**config.mk**
```make
export PLATFORM = sky130hd
export DESIGN_NAME = midpoint_ellipse_rasterizer
export DESIGN_NICKNAME = d
export VERILOG_FILES = /design/src/hdl/mer_pkg.sv /design/src/hdl/mer_front.sv /design/src/hdl/mer_engine.sv /design/src/hdl/mer_emit.sv /design/src/hdl/midpoint_ellipse_rasterizer.sv
export VERILOG_INCLUDE_DIRS = /design/src /design/src/hdl
export SDC_FILE = /design/constraint.sdc
export NUM_CORES = 2
export LEC_CHECK = 0
export BUFFER_PORTS_ARGS = -buffer_cell sky130_fd_sc_hd__buf_4
export CAP_MARGIN = 10
export CORE_ASPECT_RATIO = 0.8
export CORE_UTILIZATION = 30
export DETAILED_ROUTE_END_ITERATION = 8
export GPL_ROUTABILITY_DRIVEN = 0
export SYNTH_ARGS = -nofsm -noshare
export SYNTH_HDL_FRONTEND = slang
export SYNTH_SLANG_ARGS = --single-unit
export TNS_END_PERCENT = 5
```
**constraint.sdc**
```tcl
create_clock -name clk -period 27.1 [get_ports clk]
set_input_delay 4.065 -clock clk [delete_from_list [all_inputs] [get_ports clk]]
set_output_delay 4.065 -clock clk [all_outputs]
set_load 0.05 [all_outputs]
```
**src/hdl/assert_macros.svh**
```systemverilog
// ----------------------------------------------------------------------------
// assert_macros.svh
// clocked assertion shorthands, compiled out when ASSERT_OFF is defined
// ----------------------------------------------------------------------------
`ifndef ASSERT_MACROS_SVH
`define ASSERT_MACROS_SVH

`ifndef ASSERT_OFF

// same-cycle implication, disabled while reset is asserted
`define ASSERT_IMPLY(label, clk, rst_n, cond, prop) \
    label: assert property (@(posedge clk) disable iff (!rst_n) (cond) |-> (prop)) \
        else $error("same-cycle implication failed");

// next-cycle implication, disabled while reset is asserted
`define ASSERT_NEXT(label, clk, rst_n, cond, prop) \
    label: assert property (@(posedge clk) disable iff (!rst_n) (cond) |=> (prop)) \
        else $error("next-cycle implication failed");

`else

`define ASSERT_IMPLY(label, clk, rst_n, cond, prop)

`define ASSERT_NEXT(label, clk, rst_n, cond, prop)

`endif

`endif

```
**src/hdl/mer_pkg.sv**
```systemverilog
// ----------------------------------------------------------------------------
// mer_pkg
// shared constants, codes and types of the midpoint ellipse rasterizer
// ----------------------------------------------------------------------------
package mer_pkg;

    // default geometry
    localparam int AXIS_BITS_DEF  = 10;
    localparam int COORD_BITS_DEF = 12;

    // request queue between front and engine, power of two
    localparam int QUEUE_DEPTH = 2;

    // command codes on the input channel
    localparam logic CMD_START = 1'b0;
    localparam logic CMD_STEP  = 1'b1;

    // request kinds as classified by the front
    typedef enum logic {
        REQ_START = 1'b0,
        REQ_STEP  = 1'b1
    } req_kind_t;

    // quadrant codes of the mirrored pixels
    localparam logic [1:0] QUAD_PP = 2'd0;  // +x, +y
    localparam logic [1:0] QUAD_PN = 2'd1;  // +x, -y
    localparam logic [1:0] QUAD_NN = 2'd2;  // -x, -y
    localparam logic [1:0] QUAD_NP = 2'd3;  // -x, +y

    // point hand-off from engine to pixel emitter
    typedef struct packed {
        logic valid;
        logic done;
    } pt_ctrl_t;

    // engine sequencer states
    typedef enum logic [4:0] {
        ENG_IDLE,
        ENG_ST_ASQ,
        ENG_ST_BSQ,
        ENG_ST_ASQB,
        ENG_ST_DINIT,
        ENG_R1_LHS,
        ENG_R1_RHS,
        ENG_R1_CMP,
        ENG_R1_INC,
        ENG_R1_DEC,
        ENG_R1_UPD,
        ENG_R2_TX,
        ENG_R2_TY,
        ENG_R2_BTX,
        ENG_R2_ATY,
        ENG_R2_AB,
        ENG_R2_SUB,
        ENG_R2_CHK,
        ENG_R2_XT,
        ENG_R2_MIX,
        ENG_R2_UPD,
        ENG_EMIT
    } eng_state_t;

endpackage

```
**src/hdl/mer_front.sv**
```systemverilog
// ----------------------------------------------------------------------------
// mer_front
// accepts input requests, classifies them and queues them for the engine
// ----------------------------------------------------------------------------
module mer_front #(
    parameter int AXIS_BITS  = mer_pkg::AXIS_BITS_DEF,
    parameter int COORD_BITS = mer_pkg::COORD_BITS_DEF
) (
    input  logic                         clk,
    input  logic                         rst_n,
    input  logic                         in_valid,
    output logic                         in_stall,
    input  logic                         cmd,
    input  logic signed [COORD_BITS-1:0] center_x,
    input  logic signed [COORD_BITS-1:0] center_y,
    input  logic        [AXIS_BITS-1:0]  semi_axis_a,
    input  logic        [AXIS_BITS-1:0]  semi_axis_b,
    output logic                         q_valid,
    input  logic                         q_pop,
    output mer_pkg::req_kind_t           q_kind,
    output logic signed [COORD_BITS-1:0] q_cx,
    output logic signed [COORD_BITS-1:0] q_cy,
    output logic        [AXIS_BITS-1:0]  q_a,
    output logic        [AXIS_BITS-1:0]  q_b
);

    localparam int PTR_W = (mer_pkg::QUEUE_DEPTH > 1) ? $clog2(mer_pkg::QUEUE_DEPTH) : 1;
    localparam int ENT_W = 1 + 2 * COORD_BITS + 2 * AXIS_BITS;

    logic [ENT_W-1:0] q_mem [mer_pkg::QUEUE_DEPTH];
    logic [PTR_W-1:0] wr_ptr_reg, wr_ptr_next;
    logic [PTR_W-1:0] rd_ptr_reg, rd_ptr_next;
    logic [PTR_W:0]   count_reg, count_next;

    mer_pkg::req_kind_t kind_in;
    logic [ENT_W-1:0]   entry_in;
    logic [ENT_W-1:0]   entry_out;
    logic               push;

    // classify the command
    assign kind_in  = (cmd == mer_pkg::CMD_STEP) ? mer_pkg::REQ_STEP : mer_pkg::REQ_START;
    assign entry_in = {kind_in, center_x, center_y, semi_axis_a, semi_axis_b};

    assign in_stall = (count_reg == (PTR_W+1)'(mer_pkg::QUEUE_DEPTH));
    assign push     = in_valid && !in_stall;
    assign q_valid  = (count_reg != '0);

    always_ff @(posedge clk)
    begin
        if (push)
        begin
            q_mem[wr_ptr_reg] <= entry_in;
        end
    end

    assign entry_out = q_mem[rd_ptr_reg];
    assign q_kind    = mer_pkg::req_kind_t'(entry_out[ENT_W-1]);
    assign q_cx      = entry_out[ENT_W-2 -: COORD_BITS];
    assign q_cy      = entry_out[ENT_W-2-COORD_BITS -: COORD_BITS];
    assign q_a       = entry_out[2*AXIS_BITS-1 -: AXIS_BITS];
    assign q_b       = entry_out[AXIS_BITS-1:0];

    always_comb
    begin
        wr_ptr_next = wr_ptr_reg;
        rd_ptr_next = rd_ptr_reg;
        count_next  = count_reg;
        if (push)
        begin
            wr_ptr_next = wr_ptr_reg + PTR_W'(1);
        end
        if (q_pop && q_valid)
        begin
            rd_ptr_next = rd_ptr_reg + PTR_W'(1);
        end
        if (push && !(q_pop && q_valid))
        begin
            count_next = count_reg + (PTR_W+1)'(1);
        end
        else if (!push && q_pop && q_valid)
        begin
            count_next = count_reg - (PTR_W+1)'(1);
        end
    end

    always_ff @(posedge clk or negedge rst_n)
    begin
        if (!rst_n)
        begin
            wr_ptr_reg <= '0;
            rd_ptr_reg <= '0;
            count_reg  <= '0;
        end
        else
        begin
            wr_ptr_reg <= wr_ptr_next;
            rd_ptr_reg <= rd_ptr_next;
            count_reg  <= count_next;
        end
    end

endmodule

```
**src/hdl/mer_engine.sv**
```systemverilog
// ----------------------------------------------------------------------------
// mer_engine
// midpoint decision sequencer around one shared multiplier
// ----------------------------------------------------------------------------
module mer_engine #(
    parameter int AXIS_BITS  = mer_pkg::AXIS_BITS_DEF,
    parameter int COORD_BITS = mer_pkg::COORD_BITS_DEF
) (
    input  logic                         clk,
    input  logic                         rst_n,
    input  logic                         q_valid,
    output logic                         q_pop,
    input  mer_pkg::req_kind_t           q_kind,
    input  logic signed [COORD_BITS-1:0] q_cx,
    input  logic signed [COORD_BITS-1:0] q_cy,
    input  logic        [AXIS_BITS-1:0]  q_a,
    input  logic        [AXIS_BITS-1:0]  q_b,
    output mer_pkg::pt_ctrl_t            pt_ctrl,
    input  logic                         pt_ready,
    output logic signed [COORD_BITS-1:0] pt_org_x,
    output logic signed [COORD_BITS-1:0] pt_org_y,
    output logic        [AXIS_BITS-1:0]  pt_x,
    output logic        [AXIS_BITS-1:0]  pt_y
);

    localparam int SQ_W  = 2 * AXIS_BITS;
    localparam int MA_W  = 2 * AXIS_BITS;
    localparam int MB_W  = 2 * AXIS_BITS + 2;
    localparam int MP_W  = MA_W + MB_W;
    localparam int DEC_W = 4 * AXIS_BITS + 8;

    mer_pkg::eng_state_t state_reg, state_next;

    logic                         active_reg, active_next;
    logic                         region2_reg, region2_next;
    logic        [AXIS_BITS-1:0]  x_reg, x_next;
    logic        [AXIS_BITS-1:0]  y_reg, y_next;
    logic        [AXIS_BITS-1:0]  a_in_reg, a_in_next;
    logic        [AXIS_BITS-1:0]  b_in_reg, b_in_next;
    logic signed [COORD_BITS-1:0] org_x_reg, org_x_next;
    logic signed [COORD_BITS-1:0] org_y_reg, org_y_next;
    logic        [SQ_W-1:0]       a_sq_reg, a_sq_next;
    logic        [SQ_W-1:0]       b_sq_reg, b_sq_next;
    logic        [DEC_W-1:0]      dec_reg, dec_next;
    logic        [DEC_W-1:0]      t0_reg, t0_next;
    logic        [DEC_W-1:0]      t1_reg, t1_next;
    logic        [DEC_W-1:0]      t2_reg, t2_next;

    logic [MA_W-1:0]      mul_a;
    logic [MB_W-1:0]      mul_b;
    logic [MP_W-1:0]      mul_p;
    logic [DEC_W-1:0]     mul_ext;
    logic [DEC_W-1:0]     a_sq_ext;
    logic [DEC_W-1:0]     b_sq_ext;
    logic [AXIS_BITS:0]   x_inc;
    logic [AXIS_BITS:0]   y_dbl_m1;
    logic [AXIS_BITS:0]   tx;
    logic [AXIS_BITS-1:0] ty;
    logic [AXIS_BITS+1:0] x_dbl_p3;
    logic                 dec_neg;

    assign x_inc    = {1'b0, x_reg} + (AXIS_BITS+1)'(1);
    assign y_dbl_m1 = {y_reg, 1'b0} - (AXIS_BITS+1)'(1);
    assign tx       = {x_reg, 1'b1};
    assign ty       = (y_reg != '0) ? (y_reg - AXIS_BITS'(1)) : AXIS_BITS'(1);
    assign x_dbl_p3 = {1'b0, x_reg, 1'b0} + (AXIS_BITS+2)'(3);
    assign a_sq_ext = DEC_W'(a_sq_reg);
    assign b_sq_ext = DEC_W'(b_sq_reg);
    assign dec_neg  = dec_reg[DEC_W-1];

    // operand selection for the shared multiplier
    always_comb
    begin
        mul_a = '0;
        mul_b = '0;
        unique case (state_reg)
            mer_pkg::ENG_ST_ASQ:
            begin
                mul_a = MA_W'(a_in_reg);
                mul_b = MB_W'(a_in_reg);
            end
            mer_pkg::ENG_ST_BSQ:
            begin
                mul_a = MA_W'(b_in_reg);
                mul_b = MB_W'(b_in_reg);
            end
            mer_pkg::ENG_ST_ASQB:
            begin
                mul_a = a_sq_reg;
                mul_b = MB_W'(b_in_reg);
            end
            mer_pkg::ENG_R1_LHS, mer_pkg::ENG_R2_XT:
            begin
                mul_a = b_sq_reg;
                mul_b = MB_W'(x_inc);
            end
            mer_pkg::ENG_R1_RHS:
            begin
                mul_a = a_sq_reg;
                mul_b = MB_W'(y_dbl_m1);
            end
            mer_pkg::ENG_R1_INC:
            begin
                mul_a = b_sq_reg;
                mul_b = MB_W'(x_dbl_p3);
            end
            mer_pkg::ENG_R1_DEC:
            begin
                mul_a = a_sq_reg;
                mul_b = MB_W'(y_reg - AXIS_BITS'(1));
            end
            mer_pkg::ENG_R2_TX:
            begin
                mul_a = MA_W'(tx);
                mul_b = MB_W'(tx);
            end
            mer_pkg::ENG_R2_TY:
            begin
                mul_a = MA_W'(ty);
                mul_b = MB_W'(ty);
            end
            mer_pkg::ENG_R2_BTX:
            begin
                mul_a = b_sq_reg;
                mul_b = t0_reg[MB_W-1:0];
            end
            mer_pkg::ENG_R2_ATY:
            begin
                mul_a = a_sq_reg;
                mul_b = t1_reg[MB_W-1:0];
            end
            mer_pkg::ENG_R2_AB:
            begin
                mul_a = a_sq_reg;
                mul_b = MB_W'(b_sq_reg);
            end
            mer_pkg::ENG_R2_CHK:
            begin
                mul_a = a_sq_reg;
                mul_b = MB_W'(y_reg);
            end
            default:
            begin
                mul_a = '0;
                mul_b = '0;
            end
        endcase
    end

    assign mul_p   = mul_a * mul_b;
    assign mul_ext = DEC_W'(mul_p);

    always_comb
    begin
        state_next   = state_reg;
        active_next  = active_reg;
        region2_next = region2_reg;
        x_next       = x_reg;
        y_next       = y_reg;
        a_in_next    = a_in_reg;
        b_in_next    = b_in_reg;
        org_x_next   = org_x_reg;
        org_y_next   = org_y_reg;
        a_sq_next    = a_sq_reg;
        b_sq_next    = b_sq_reg;
        dec_next     = dec_reg;
        t0_next      = t0_reg;
        t1_next      = t1_reg;
        t2_next      = t2_reg;
        q_pop        = 1'b0;
        pt_ctrl      = '0;

        unique case (state_reg)
            mer_pkg::ENG_IDLE:
            begin
                if (q_valid)
                begin
                    q_pop = 1'b1;
                    if (q_kind == mer_pkg::REQ_START)
                    begin
                        org_x_next = q_cx;
                        org_y_next = q_cy;
                        a_in_next  = q_a;
                        b_in_next  = q_b;
                        state_next = mer_pkg::ENG_ST_ASQ;
                    end
                    else if (!active_reg)
                    begin
                        state_next = mer_pkg::ENG_IDLE;
                    end
                    else if (region2_reg)
                    begin
                        state_next = mer_pkg::ENG_R2_CHK;
                    end
                    else
                    begin
                        state_next = mer_pkg::ENG_R1_LHS;
                    end
                end
            end
            // start: squares and the region-1 initial term
            mer_pkg::ENG_ST_ASQ:
            begin
                a_sq_next    = mul_p[SQ_W-1:0];
                x_next       = '0;
                y_next       = b_in_reg;
                region2_next = 1'b0;
                active_next  = 1'b1;
                state_next   = mer_pkg::ENG_ST_BSQ;
            end
            mer_pkg::ENG_ST_BSQ:
            begin
                b_sq_next  = mul_p[SQ_W-1:0];
                state_next = mer_pkg::ENG_ST_ASQB;
            end
            mer_pkg::ENG_ST_ASQB:
            begin
                t0_next    = mul_ext;
                state_next = mer_pkg::ENG_ST_DINIT;
            end
            mer_pkg::ENG_ST_DINIT:
            begin
                dec_next   = (b_sq_ext << 2) + a_sq_ext - (t0_reg << 2);
                state_next = mer_pkg::ENG_EMIT;
            end
            // region 1 test and step
            mer_pkg::ENG_R1_LHS:
            begin
                if (y_reg == '0)
                begin
                    region2_next = 1'b1;
                    state_next   = mer_pkg::ENG_R2_TX;
                end
                else
                begin
                    t0_next    = mul_ext;
                    state_next = mer_pkg::ENG_R1_RHS;
                end
            end
            mer_pkg::ENG_R1_RHS:
            begin
                t1_next    = mul_ext;
                state_next = mer_pkg::ENG_R1_CMP;
            end
            mer_pkg::ENG_R1_CMP:
            begin
                if ((t0_reg << 1) < t1_reg)
                begin
                    state_next = mer_pkg::ENG_R1_INC;
                end
                else
                begin
                    region2_next = 1'b1;
                    state_next   = mer_pkg::ENG_R2_TX;
                end
            end
            mer_pkg::ENG_R1_INC:
            begin
                t0_next    = mul_ext;
                state_next = mer_pkg::ENG_R1_DEC;
            end
            mer_pkg::ENG_R1_DEC:
            begin
                t1_next    = mul_ext;
                state_next = mer_pkg::ENG_R1_UPD;
            end
            mer_pkg::ENG_R1_UPD:
            begin
                if (dec_neg)
                begin
                    dec_next = dec_reg + (t0_reg << 2);
                end
                else
                begin
                    dec_next = dec_reg + (t0_reg << 2) - (t1_reg << 3);
                    y_next   = y_reg - AXIS_BITS'(1);
                end
                x_next     = x_reg + AXIS_BITS'(1);
                state_next = mer_pkg::ENG_EMIT;
            end
            // region 2 initial term from squares
            mer_pkg::ENG_R2_TX:
            begin
                t0_next    = mul_ext;
                state_next = mer_pkg::ENG_R2_TY;
            end
            mer_pkg::ENG_R2_TY:
            begin
                t1_next    = mul_ext;
                state_next = mer_pkg::ENG_R2_BTX;
            end
            mer_pkg::ENG_R2_BTX:
            begin
                t0_next    = mul_ext;
                state_next = mer_pkg::ENG_R2_ATY;
            end
            mer_pkg::ENG_R2_ATY:
            begin
                t1_next    = mul_ext;
                state_next = mer_pkg::ENG_R2_AB;
            end
            mer_pkg::ENG_R2_AB:
            begin
                t2_next    = mul_ext;
                dec_next   = t0_reg + (t1_reg << 2);
                state_next = mer_pkg::ENG_R2_SUB;
            end
            mer_pkg::ENG_R2_SUB:
            begin
                dec_next   = dec_reg - (t2_reg << 2);
                state_next = mer_pkg::ENG_R2_CHK;
            end
            // region 2 step
            mer_pkg::ENG_R2_CHK:
            begin
                if (y_reg == '0)
                begin
                    active_next = 1'b0;
                    state_next  = mer_pkg::ENG_IDLE;
                end
                else
                begin
                    t1_next    = mul_ext;
                    state_next = mer_pkg::ENG_R2_XT;
                end
            end
            mer_pkg::ENG_R2_XT:
            begin
                t0_next    = mul_ext;
                t2_next    = (a_sq_ext << 3) + (a_sq_ext << 2) - (t1_reg << 3);
                state_next = mer_pkg::ENG_R2_MIX;
            end
            mer_pkg::ENG_R2_MIX:
            begin
                t0_next    = (t0_reg << 3) + t2_reg;
                state_next = mer_pkg::ENG_R2_UPD;
            end
            mer_pkg::ENG_R2_UPD:
            begin
                if (dec_neg)
                begin
                    dec_next = dec_reg + t0_reg;
                    x_next   = x_reg + AXIS_BITS'(1);
                end
                else
                begin
                    dec_next = dec_reg + t2_reg;
                end
                y_next     = y_reg - AXIS_BITS'(1);
                state_next = mer_pkg::ENG_EMIT;
            end
            mer_pkg::ENG_EMIT:
            begin
                pt_ctrl.valid = 1'b1;
                pt_ctrl.done  = (y_reg == '0);
                if (pt_ready)
                begin
                    if (y_reg == '0)
                    begin
                        active_next = 1'b0;
                    end
                    state_next = mer_pkg::ENG_IDLE;
                end
            end
            default:
            begin
                state_next = mer_pkg::ENG_IDLE;
            end
        endcase
    end

    assign pt_org_x = org_x_reg;
    assign pt_org_y = org_y_reg;
    assign pt_x     = x_reg;
    assign pt_y     = y_reg;

    always_ff @(posedge clk or negedge rst_n)
    begin
        if (!rst_n)
        begin
            state_reg   <= mer_pkg::ENG_IDLE;
            active_reg  <= 1'b0;
            region2_reg <= 1'b0;
            x_reg       <= '0;
            y_reg       <= '0;
            org_x_reg   <= '0;
            org_y_reg   <= '0;
            a_sq_reg    <= '0;
            b_sq_reg    <= '0;
            dec_reg     <= '0;
        end
        else
        begin
            state_reg   <= state_next;
            active_reg  <= active_next;
            region2_reg <= region2_next;
            x_reg       <= x_next;
            y_reg       <= y_next;
            org_x_reg   <= org_x_next;
            org_y_reg   <= org_y_next;
            a_sq_reg    <= a_sq_next;
            b_sq_reg    <= b_sq_next;
            dec_reg     <= dec_next;
        end
    end

    // scratch products and latched semi-axes
    always_ff @(posedge clk)
    begin
        a_in_reg <= a_in_next;
        b_in_reg <= b_in_next;
        t0_reg   <= t0_next;
        t1_reg   <= t1_next;
        t2_reg   <= t2_next;
    end

endmodule

```
**src/hdl/mer_emit.sv**
```systemverilog
// ----------------------------------------------------------------------------
// mer_emit
// holds one point and sends its four mirrored pixels through an output register
// ----------------------------------------------------------------------------
module mer_emit #(
    parameter int AXIS_BITS  = mer_pkg::AXIS_BITS_DEF,
    parameter int COORD_BITS = mer_pkg::COORD_BITS_DEF
) (
    input  logic                         clk,
    input  logic                         rst_n,
    input  mer_pkg::pt_ctrl_t            pt_ctrl,
    output logic                         pt_ready,
    input  logic signed [COORD_BITS-1:0] pt_org_x,
    input  logic signed [COORD_BITS-1:0] pt_org_y,
    input  logic        [AXIS_BITS-1:0]  pt_x,
    input  logic        [AXIS_BITS-1:0]  pt_y,
    output logic                         out_valid,
    input  logic                         out_stall,
    output logic signed [COORD_BITS:0]   pixel_x,
    output logic signed [COORD_BITS:0]   pixel_y,
    output logic        [1:0]            quadrant,
    output logic                         point_last,
    output logic                         ellipse_done
);

    localparam int PIX_W = COORD_BITS + 1;
    localparam int SUM_W = ((COORD_BITS > AXIS_BITS) ? COORD_BITS : AXIS_BITS) + 2;

    logic                         pt_valid_reg, pt_valid_next;
    logic                         pt_done_reg;
    logic signed [COORD_BITS-1:0] ox_reg;
    logic signed [COORD_BITS-1:0] oy_reg;
    logic        [AXIS_BITS-1:0]  px_reg;
    logic        [AXIS_BITS-1:0]  py_reg;
    logic        [1:0]            quad_reg, quad_next;

    logic                         out_valid_reg, out_valid_next;
    logic        [PIX_W-1:0]      pixel_x_reg;
    logic        [PIX_W-1:0]      pixel_y_reg;
    logic        [1:0]            quadrant_reg;
    logic                         last_reg;
    logic                         done_reg;

    logic             load_out;
    logic             take_pt;
    logic             pos_x;
    logic             pos_y;
    logic [SUM_W-1:0] sx;
    logic [SUM_W-1:0] sy;
    logic [SUM_W-1:0] mx;
    logic [SUM_W-1:0] my;
    logic [SUM_W-1:0] sum_x;
    logic [SUM_W-1:0] sum_y;

    assign pt_ready = !pt_valid_reg;
    assign take_pt  = pt_ctrl.valid && !pt_valid_reg;
    assign load_out = pt_valid_reg && (!out_valid_reg || !out_stall);

    // mirror signs for the current quadrant
    assign pos_x = (quad_reg == mer_pkg::QUAD_PP) || (quad_reg == mer_pkg::QUAD_PN);
    assign pos_y = (quad_reg == mer_pkg::QUAD_PP) || (quad_reg == mer_pkg::QUAD_NP);

    assign sx    = SUM_W'(ox_reg);
    assign sy    = SUM_W'(oy_reg);
    assign mx    = SUM_W'(px_reg);
    assign my    = SUM_W'(py_reg);
    assign sum_x = pos_x ? (sx + mx) : (sx - mx);
    assign sum_y = pos_y ? (sy + my) : (sy - my);

    always_comb
    begin
        pt_valid_next  = pt_valid_reg;
        quad_next      = quad_reg;
        out_valid_next = out_valid_reg;
        if (take_pt)
        begin
            pt_valid_next = 1'b1;
            quad_next     = mer_pkg::QUAD_PP;
        end
        if (load_out)
        begin
            quad_next      = quad_reg + 2'd1;
            out_valid_next = 1'b1;
            if (quad_reg == mer_pkg::QUAD_NP)
            begin
                pt_valid_next = 1'b0;
            end
        end
        else if (!out_stall)
        begin
            out_valid_next = 1'b0;
        end
    end

    always_ff @(posedge clk or negedge rst_n)
    begin
        if (!rst_n)
        begin
            pt_valid_reg  <= 1'b0;
            quad_reg      <= mer_pkg::QUAD_PP;
            out_valid_reg <= 1'b0;
        end
        else
        begin
            pt_valid_reg  <= pt_valid_next;
            quad_reg      <= quad_next;
            out_valid_reg <= out_valid_next;
        end
    end

    always_ff @(posedge clk)
    begin
        if (take_pt)
        begin
            ox_reg      <= pt_org_x;
            oy_reg      <= pt_org_y;
            px_reg      <= pt_x;
            py_reg      <= pt_y;
            pt_done_reg <= pt_ctrl.done;
        end
        if (load_out)
        begin
            pixel_x_reg  <= sum_x[PIX_W-1:0];
            pixel_y_reg  <= sum_y[PIX_W-1:0];
            quadrant_reg <= quad_reg;
            last_reg     <= (quad_reg == mer_pkg::QUAD_NP);
            done_reg     <= pt_done_reg;
        end
    end

    assign out_valid    = out_valid_reg;
    assign pixel_x      = pixel_x_reg;
    assign pixel_y      = pixel_y_reg;
    assign quadrant     = quadrant_reg;
    assign point_last   = last_reg;
    assign ellipse_done = done_reg;

endmodule

```
**src/hdl/midpoint_ellipse_rasterizer.sv**
```systemverilog
// ----------------------------------------------------------------------------
// midpoint_ellipse_rasterizer
// two-region midpoint ellipse walker, four mirrored pixels per point
// ----------------------------------------------------------------------------
//
//  channel  direction  handshake              payload
//  in       to block   in_valid / in_stall    cmd, center_x, center_y,
//                                             semi_axis_a, semi_axis_b
//  out      from block out_valid / out_stall  pixel_x, pixel_y, quadrant,
//                                             point_last, ellipse_done
//
//  a request is taken at a clock edge with valid high and stall low
//  the engine works through each request as a sequence of states on its one
//  shared multiplier: start, region-1 step, region-2 step, a step crossing
//  regions and a step while idle; the four pixels of a point leave
//  the emitter while the engine already works on the next request
//  rst_n clears the queue, sequencer and output valid flag asynchronously
//  a two-entry queue lets the input run ahead while out_stall holds the pixels
//
`include "assert_macros.svh"

module midpoint_ellipse_rasterizer #(
    parameter int AXIS_BITS  = mer_pkg::AXIS_BITS_DEF,
    parameter int COORD_BITS = mer_pkg::COORD_BITS_DEF
) (
    input  logic                         clk,
    input  logic                         rst_n,
    // request channel
    input  logic                         in_valid,
    output logic                         in_stall,
    input  logic                         cmd,
    input  logic signed [COORD_BITS-1:0] center_x,
    input  logic signed [COORD_BITS-1:0] center_y,
    input  logic        [AXIS_BITS-1:0]  semi_axis_a,
    input  logic        [AXIS_BITS-1:0]  semi_axis_b,
    // pixel channel
    output logic                         out_valid,
    input  logic                         out_stall,
    output logic signed [COORD_BITS:0]   pixel_x,
    output logic signed [COORD_BITS:0]   pixel_y,
    output logic        [1:0]            quadrant,
    output logic                         point_last,
    output logic                         ellipse_done
);

    // front to engine queue head
    logic                         q_valid;
    logic                         q_pop;
    mer_pkg::req_kind_t           q_kind;
    logic signed [COORD_BITS-1:0] q_cx;
    logic signed [COORD_BITS-1:0] q_cy;
    logic        [AXIS_BITS-1:0]  q_a;
    logic        [AXIS_BITS-1:0]  q_b;

    // engine to emitter point hand-off
    mer_pkg::pt_ctrl_t            pt_ctrl;
    logic                         pt_ready;
    logic signed [COORD_BITS-1:0] pt_org_x;
    logic signed [COORD_BITS-1:0] pt_org_y;
    logic        [AXIS_BITS-1:0]  pt_x;
    logic        [AXIS_BITS-1:0]  pt_y;

    // front: accepts and classifies requests into a short queue
    mer_front #(
        .AXIS_BITS  (AXIS_BITS),
        .COORD_BITS (COORD_BITS)
    ) u_front (
        .clk         (clk),
        .rst_n       (rst_n),
        .in_valid    (in_valid),
        .in_stall    (in_stall),
        .cmd         (cmd),
        .center_x    (center_x),
        .center_y    (center_y),
        .semi_axis_a (semi_axis_a),
        .semi_axis_b (semi_axis_b),
        .q_valid     (q_valid),
        .q_pop       (q_pop),
        .q_kind      (q_kind),
        .q_cx        (q_cx),
        .q_cy        (q_cy),
        .q_a         (q_a),
        .q_b         (q_b)
    );

    // engine: decision term, region switch and point update
    mer_engine #(
        .AXIS_BITS  (AXIS_BITS),
        .COORD_BITS (COORD_BITS)
    ) u_engine (
        .clk      (clk),
        .rst_n    (rst_n),
        .q_valid  (q_valid),
        .q_pop    (q_pop),
        .q_kind   (q_kind),
        .q_cx     (q_cx),
        .q_cy     (q_cy),
        .q_a      (q_a),
        .q_b      (q_b),
        .pt_ctrl  (pt_ctrl),
        .pt_ready (pt_ready),
        .pt_org_x (pt_org_x),
        .pt_org_y (pt_org_y),
        .pt_x     (pt_x),
        .pt_y     (pt_y)
    );

    // emitter: four mirrored pixels per point, registered output
    mer_emit #(
        .AXIS_BITS  (AXIS_BITS),
        .COORD_BITS (COORD_BITS)
    ) u_emit (
        .clk          (clk),
        .rst_n        (rst_n),
        .pt_ctrl      (pt_ctrl),
        .pt_ready     (pt_ready),
        .pt_org_x     (pt_org_x),
        .pt_org_y     (pt_org_y),
        .pt_x         (pt_x),
        .pt_y         (pt_y),
        .out_valid    (out_valid),
        .out_stall    (out_stall),
        .pixel_x      (pixel_x),
        .pixel_y      (pixel_y),
        .quadrant     (quadrant),
        .point_last   (point_last),
        .ellipse_done (ellipse_done)
    );

    // the last pixel of a point is always the (-x,+y) mirror
    `ASSERT_IMPLY(a_last_is_np, clk, rst_n, out_valid && point_last, quadrant == mer_pkg::QUAD_NP)

    // the four pixels of a point leave without gaps
    `ASSERT_NEXT(a_point_burst, clk, rst_n, out_valid && !out_stall && !point_last, out_valid)

    // the done flag is the same on all pixels of one point
    `ASSERT_NEXT(a_done_steady, clk, rst_n, out_valid && !out_stall && !point_last, $stable(ellipse_done))

endmodule
```
# == Word level (Yosys, flattened, before mapping) ==
# Memories as Yosys holds them, arrays and structs flattened.
# Cells that the tools add are included.
# op_classes
addsub,26
n_mul,1
order_cmp,1
n_eq_ne,33
muxes,46
n_bitwise,1
n_reduce_logical,45
# op_table
cell,count
case mux 22 bit (12 select lines),1
adder 48 bit,5
case mux 48 bit (5 select lines),1
case mux 48 bit (2 select lines),2
subtractor 48 bit,4
2-to-1 mux 48 bit,3
case mux 48 bit (3 select lines),1
case mux 20 bit (6 select lines),1
case mux 5 bit (20 select lines),1
case mux 10 bit (3 select lines),2
< comparator 48 bit,1
multiplier 20 x 22 -> 42 bit,1
"== test 5 x 4 -> 1 bit, second input constant",8
"== test 5 bit, second input constant",6
2-to-1 mux 10 bit,3
2-to-1 mux 5 bit,6
adder 12 x 11 -> 13 bit,2
2-to-1 mux 13 bit,2
subtractor 12 x 11 -> 13 bit,2
adder 23 x 22 -> 24 bit,1
adder 22 x 20 -> 23 bit,1
"== test 5 x 3 -> 1 bit, second input constant",4
2-to-1 mux 1 bit,14
"adder 11 x 2 -> 12 bit, second input constant",1
35 further kinds,80
# word_totals
ff_bits,386
mem_bits_rw,90
inputBits,49
output_inout_bits,32
elab_cells,185
n_memories,1
# memory_table
memory,words,width,read_ports,rd_ports_with_merged_regs,write_ports,line_no,text
u_front.q_mem,2,45,1,0,1,mer_front.sv:30,logic [ENT_W-1:0] q_mem [mer_pkg::QUEUE_DEPTH];

# == Logic depth before layout (Yosys ltp) ==
# logic_depth
word_depth,8
ltp_mapped,40
depth_no_buf,38

# == Cells and area by module ==
# A second synthesis with hierarchy kept.
# hier_totals
hier_cells,6597
area_unflattened_um2,56490.4
# modules_own_cells
module,instances,cells_each,area_each_um2,seq_area_each_um2
mer_engine,1,6115,48806.8,8222.9
mer_emit,1,320,4035.1,2352.3
mer_front,1,162,3648.5,2802.7

# == Worst setup path after synthesis ==
# Ideal clock, no wire load.
# synth_path
path_type,register to register
startpoint,reg u_engine.y_reg[0] (netlist: u_engine.pt_y[0])
endpoint,reg u_engine.t0_reg[41] (data pin)
setup_time_ns,0.260
arrival_time_ns,9.166
required_ns,26.840
path_slack_ns,17.674
path_stages_with_launch,37
n_path_buf,3
synth_period_minus_slack_ns,9.426
cell_sequence,dfrtp_1 inv_1 ha_1 nand2b_1 nand3b_1 or3_1 clkbuf_1 nand3_1 nor2_1 a221oi_1 and4_1 clkbuf_1 clkbuf_1 nor2_1 fa_1 inv_1 fa_1 fa_1 inv_1 fa_1 fa_1 fa_1 inv_1 fa_1 inv_1 ha_1 and3_1 and3_1 nand3_1 a211oi_1 nor3_1 o21ai_0 a21oi_1 o31ai_1 a2111o_1 o211ai_1 mux2_2
# synth_via
elab_chain_cells,6
word_cells_on_any_way,10
cone_classes,add/sub (3); mul (1); mux (5); reduce/logical (1)
# synth_rtl
element,line_no,text
"start, declared",mer_engine.sv:37,"logic [AXIS_BITS-1:0] y_reg, y_next;"
"start signal, assigned",mer_engine.sv:398,y_reg <= y_next;
subtractor 10 x 1 -> 10 bit or nonzero test 10 bit (tied branches),mer_engine.sv:65,assign ty = (y_reg != '0) ? (y_reg - AXIS_BITS'(1)) : AXIS_BITS'(1);
2-to-1 mux 10 bit,mer_engine.sv:65,
case mux 22 bit (12 select lines) or case mux 20 bit (6 select lines) (tied branches),mer_engine.sv:76,unique case (state_reg)
multiplier 20 x 22 -> 42 bit *,mer_engine.sv:150,assign mul_p = mul_a * mul_b;
via u_engine.mul_p[41],mer_engine.sv:51,logic [MP_W-1:0] mul_p;
2-to-1 mux 48 bit,mer_engine.sv:229,if (y_reg == '0)
case mux 48 bit (3 select lines) *,mer_engine.sv:173,unique case (state_reg)
via u_engine.t0_next[41],mer_engine.sv:45,"logic [DEC_W-1:0] t0_reg, t0_next;"
"end signal, assigned",mer_engine.sv:412,t0_reg <= t0_next;
"end, declared",mer_engine.sv:45,
# Mark *: on every way through the listed nets, which the timed path passes. The rest lies on a longest branch. The select of a mux whose other input is x is not followed.
# A chain may end at the register's enable or synchronous reset.

# == Final worst setup path ==
# layout_path
startpoint,reg u_engine.state_reg[4]
endpoint,reg u_engine.t0_reg[39] (data pin)
# layout_via
elab_chain_cells,6
word_cells_on_any_way,25
cone_classes,mul (1); eq/ne (15); mux (4); reduce/logical (5)
# layout_rtl
element,line_no,text
"start, declared",mer_engine.sv:32,"mer_pkg::eng_state_t state_reg, state_next;"
"start signal, assigned",mer_engine.sv:381,state_reg <= mer_pkg::ENG_IDLE;
"start signal, assigned",mer_engine.sv:394,state_reg <= state_next;
"== test 5 x 2 -> 1 bit, or another cell as far along",mer_engine.sv:76,
"OR reduction 6 bit (no line), or another cell as far along",--,
case mux 20 bit (6 select lines) or case mux 22 bit (12 select lines) (tied branches),mer_engine.sv:76,
multiplier 20 x 22 -> 42 bit *,mer_engine.sv:150,
via u_engine.mul_p[39],mer_engine.sv:51,
2-to-1 mux 48 bit,mer_engine.sv:229,
case mux 48 bit (3 select lines) *,mer_engine.sv:173,
via u_engine.t0_next[39],mer_engine.sv:45,
# Marked as above.

==> flow_summary_export.csv <==
group,metric,value,unit
timing,worst_slew_pin_slew,1.43,ns
clock_tree,ctsHoldBuffers,0,
clock_tree,clock_latency,0.70,ns
timing,finalSetupViolCount,0,
logic_synthesis,avgSynthCellArea,8.64,µm²
die,num_io_pins,81,
worst_setup_path,cpPeakStageDelay,0.80,ns
worst_setup_path,slowest_stage,"nand2b_1",
logic_synthesis,synth_nets,7400,
timing,hold_viol_final,0,
detailed_routing,antenna_left,0,
global_routing,first_global_vias,47500,
place,placed_cell_area,58900,µm²
hold_path,hold_class,"flip-flop to flip-flop",
logic_synthesis,ys_top_cells_by_count,"nand2_1, inv_1, ha_1",
worst_setup_path,critPathCaptureType,"flip-flop",
logic_synthesis,syn_inst,6414,
cells_and_area,top_register,"u_front.q_mem",
clock_tree,htreeDepth,2,
clock_tree,cts-resized-gates,0,
cells_and_area,largest_reg_flops,90,
clock_tree,cts_max_path_buffers,3,
timing,tns,0,ns
logic_synthesis,synth_top_area_cell,"edfxtp_1",
die,core.rowCount,140,
logic_synthesis,synth.distinct_cells,107,
cells_and_area,fin_area,60800,µm²
logic_synthesis,synthesis.area,55400,µm²
worst_setup_path,crit_arrival,11.79,ns
logic_synthesis,synthFlopType,"edfxtp_1",
status,status,"finished clean",
timing,post-route-period-util,41.9,%
timing,fin_worst_skew,0.0501,ns
clock_tree,cts_setup_buffers,0,
cells_and_area,num_antenna_cells,0,
logic_synthesis,yosys.area.top_type_share,17.5,%
die,core-area,183000,µm²
timing,drv_slew,0,
logic_synthesis,yosysSeqAreaShare,24.1,%
global_routing,overflow,0,
worst_setup_path,cp-start-kind,"flip-flop",
detailed_routing,drt_iter0_drc,5252,
detailed_routing,drcViolationCount,0,
global_routing,grt_pass1_wl,287000,µm
die,die_h,386,µm
timing,fmax,88.1,MHz
logic_synthesis,async_flop_share,31.3,%
detailed_routing,totalWireLength,189000,µm
timing,rsz0062_at_grt,"false",
worst_setup_path,worstPathRequired,27.54,ns
cells_and_area,drive_above_1_share,5.98,%
die,die_x,482,µm
timing,max_slew_margin,4.59,%
detailed_routing,routed-via-count,49100,
flow_run,cap_violations,0,
global_routing,grt_start_max_net_pins,60,
logic_synthesis,yosys_register_bits,470,
die,dieArea,186000,µm²
logic_synthesis,synth_most_common_cell,"nand2_1",
place,port_buffers,80,
worst_setup_path,criticalPathCategory,"flip-flop to flip-flop",
logic_synthesis,yosys_warnings,0,
clock_tree,cts_tree,"done",
logic_synthesis,synth_area_leaders,"edfxtp_1, fa_1, ha_1",
logic_synthesis,synth_edf_count,323,
die,floorplan.initialDensity,30.3,%
clock_tree,cts_root_buffer,"clkbuf_16",
worst_setup_path,cp_max_fo,26,
detailed_routing,dr.pass1.iters,7,
cells_and_area,nets,7391,
clock_tree,cts_sinks,470,
global_routing,antenna_found_initial,1,
cells_and_area,synthToLayoutAreaGrowth,9.82,%
timing,fin_crit,11.35,ns
detailed_routing,wl_per_cell,21.3,µm
worst_setup_path,r2r_slack,15.75,ns
clock_tree,cts_inserted_buffers,56,
global_routing,grt_usage,20.0,%
place,dp.final_hpwl,148000,µm
clock_tree,path_clk_slew,0.07,ns
detailed_routing,vias_per_cell,5.54,
stage by stage:
step / setup slack (ns) / std cells / util [%] / hold WS [ns]
2_1_floorplan: 17.67 / 6414 / - / 0.400
3_3_place_gp: 16.14 / 8760 / 32.2 / 0.409
3_5_place_dp: 15.86 / 8761 / 32.2 / 0.408
4_1_cts: 15.87 / 8867 / 33.3 / 0.421
5_1_grt: 15.11 / 8867 / 33.3 / 0.437
6_report: 15.75 / 8867 / 33.3 / 0.423
placed cells by master, fill, tap and decap left out, types with 56 or more instances in the layout:
cell       count
ha_1         569
xnor2_1      285
xor2_1       147
nor2_1       522
nor2b_1       63
o21a_1        62
a21o_1       183
a21oi_1      457
nand2b_1      60
nand2_1      793
nor3_1        97
clkbuf_16     56
fa_1         368
dfrtp_1      145
buf_4        167
o21ai_0      410
nand3_1       90
inv_1        651
edfxtp_1     323
o21bai_1      64
layer usage:
| metal | part of all wire (%) | track usage [%] | up-vias | wire (µm) |
|---|---|---|---|---|
| met4 | 2.1 | 4.47 | 0 | 3900 |
| met5 | 0 | 0 | - | 0 |
| met2 | 40 | 28.7 | 2480 | 75800 |
| met1 | 45 | 29.6 | 24000 | 85700 |
| met3 | 12 | 5.04 | 233 | 23400 |
| li1 | - | - | 22400 | - |
layout make-up:
type                    instances  area, µm²
repair buffers                168       1260
clock inverters                35        432
well taps                    2414       3020
fillers                     18800     122000
multi-input cells            5056      38800
flip-flops and latches        470      13400
clock buffers                  71       1550
inverters                     653       2450
critical path, delay by kind of cell, from the launching register on:
kind,cells,cell delay [ns]
mux,1,0.29
fa+ha+maj,8,4.01
compound gates,10,2.38
buf+inv,8,0.66
flops,1,0.63
simple gates,8,3.16
worst paths after layout:
| path | from | endpoint | cells past startpoint |
|---|---|---|---|
| max in group asynchronous | rst_n | u_engine.dec_reg[47] | 2 |
| worst min-delay path | u_emit.pt_done_reg | u_emit.ellipse_done | 0 |
| worst max-delay path | u_engine.state_reg[4] | u_engine.t0_reg[39] | 35 |
| min in group asynchronous | rst_n | u_engine.pt_org_x[0] | 1 |
| worst min register to register | u_emit.pt_done_reg | u_emit.ellipse_done | 0 |
| worst max register to register | u_engine.state_reg[4] | u_engine.t0_reg[39] | 35 |
cell families (layout without fill, tap and decap cells):
kind of cell             after synthesis  after routing  share of synthesized area, %
adder cells (fa/ha/maj)              937            937                          26.1
buffers and inverters                888            927                          6.16
XOR/XNOR                             432            432                          6.83
AO/OA/AOI/OAI                       1699           1699                          19.8
multiplexers                          87             87                          1.65
AND/OR/NAND/NOR                     1901           1901                          15.3
flip-flops                           470            470                          24.1
Power is left out: the tool's default activity adds up to more than one toggle a clock period on the data nets, which glitch-free logic cannot reach.
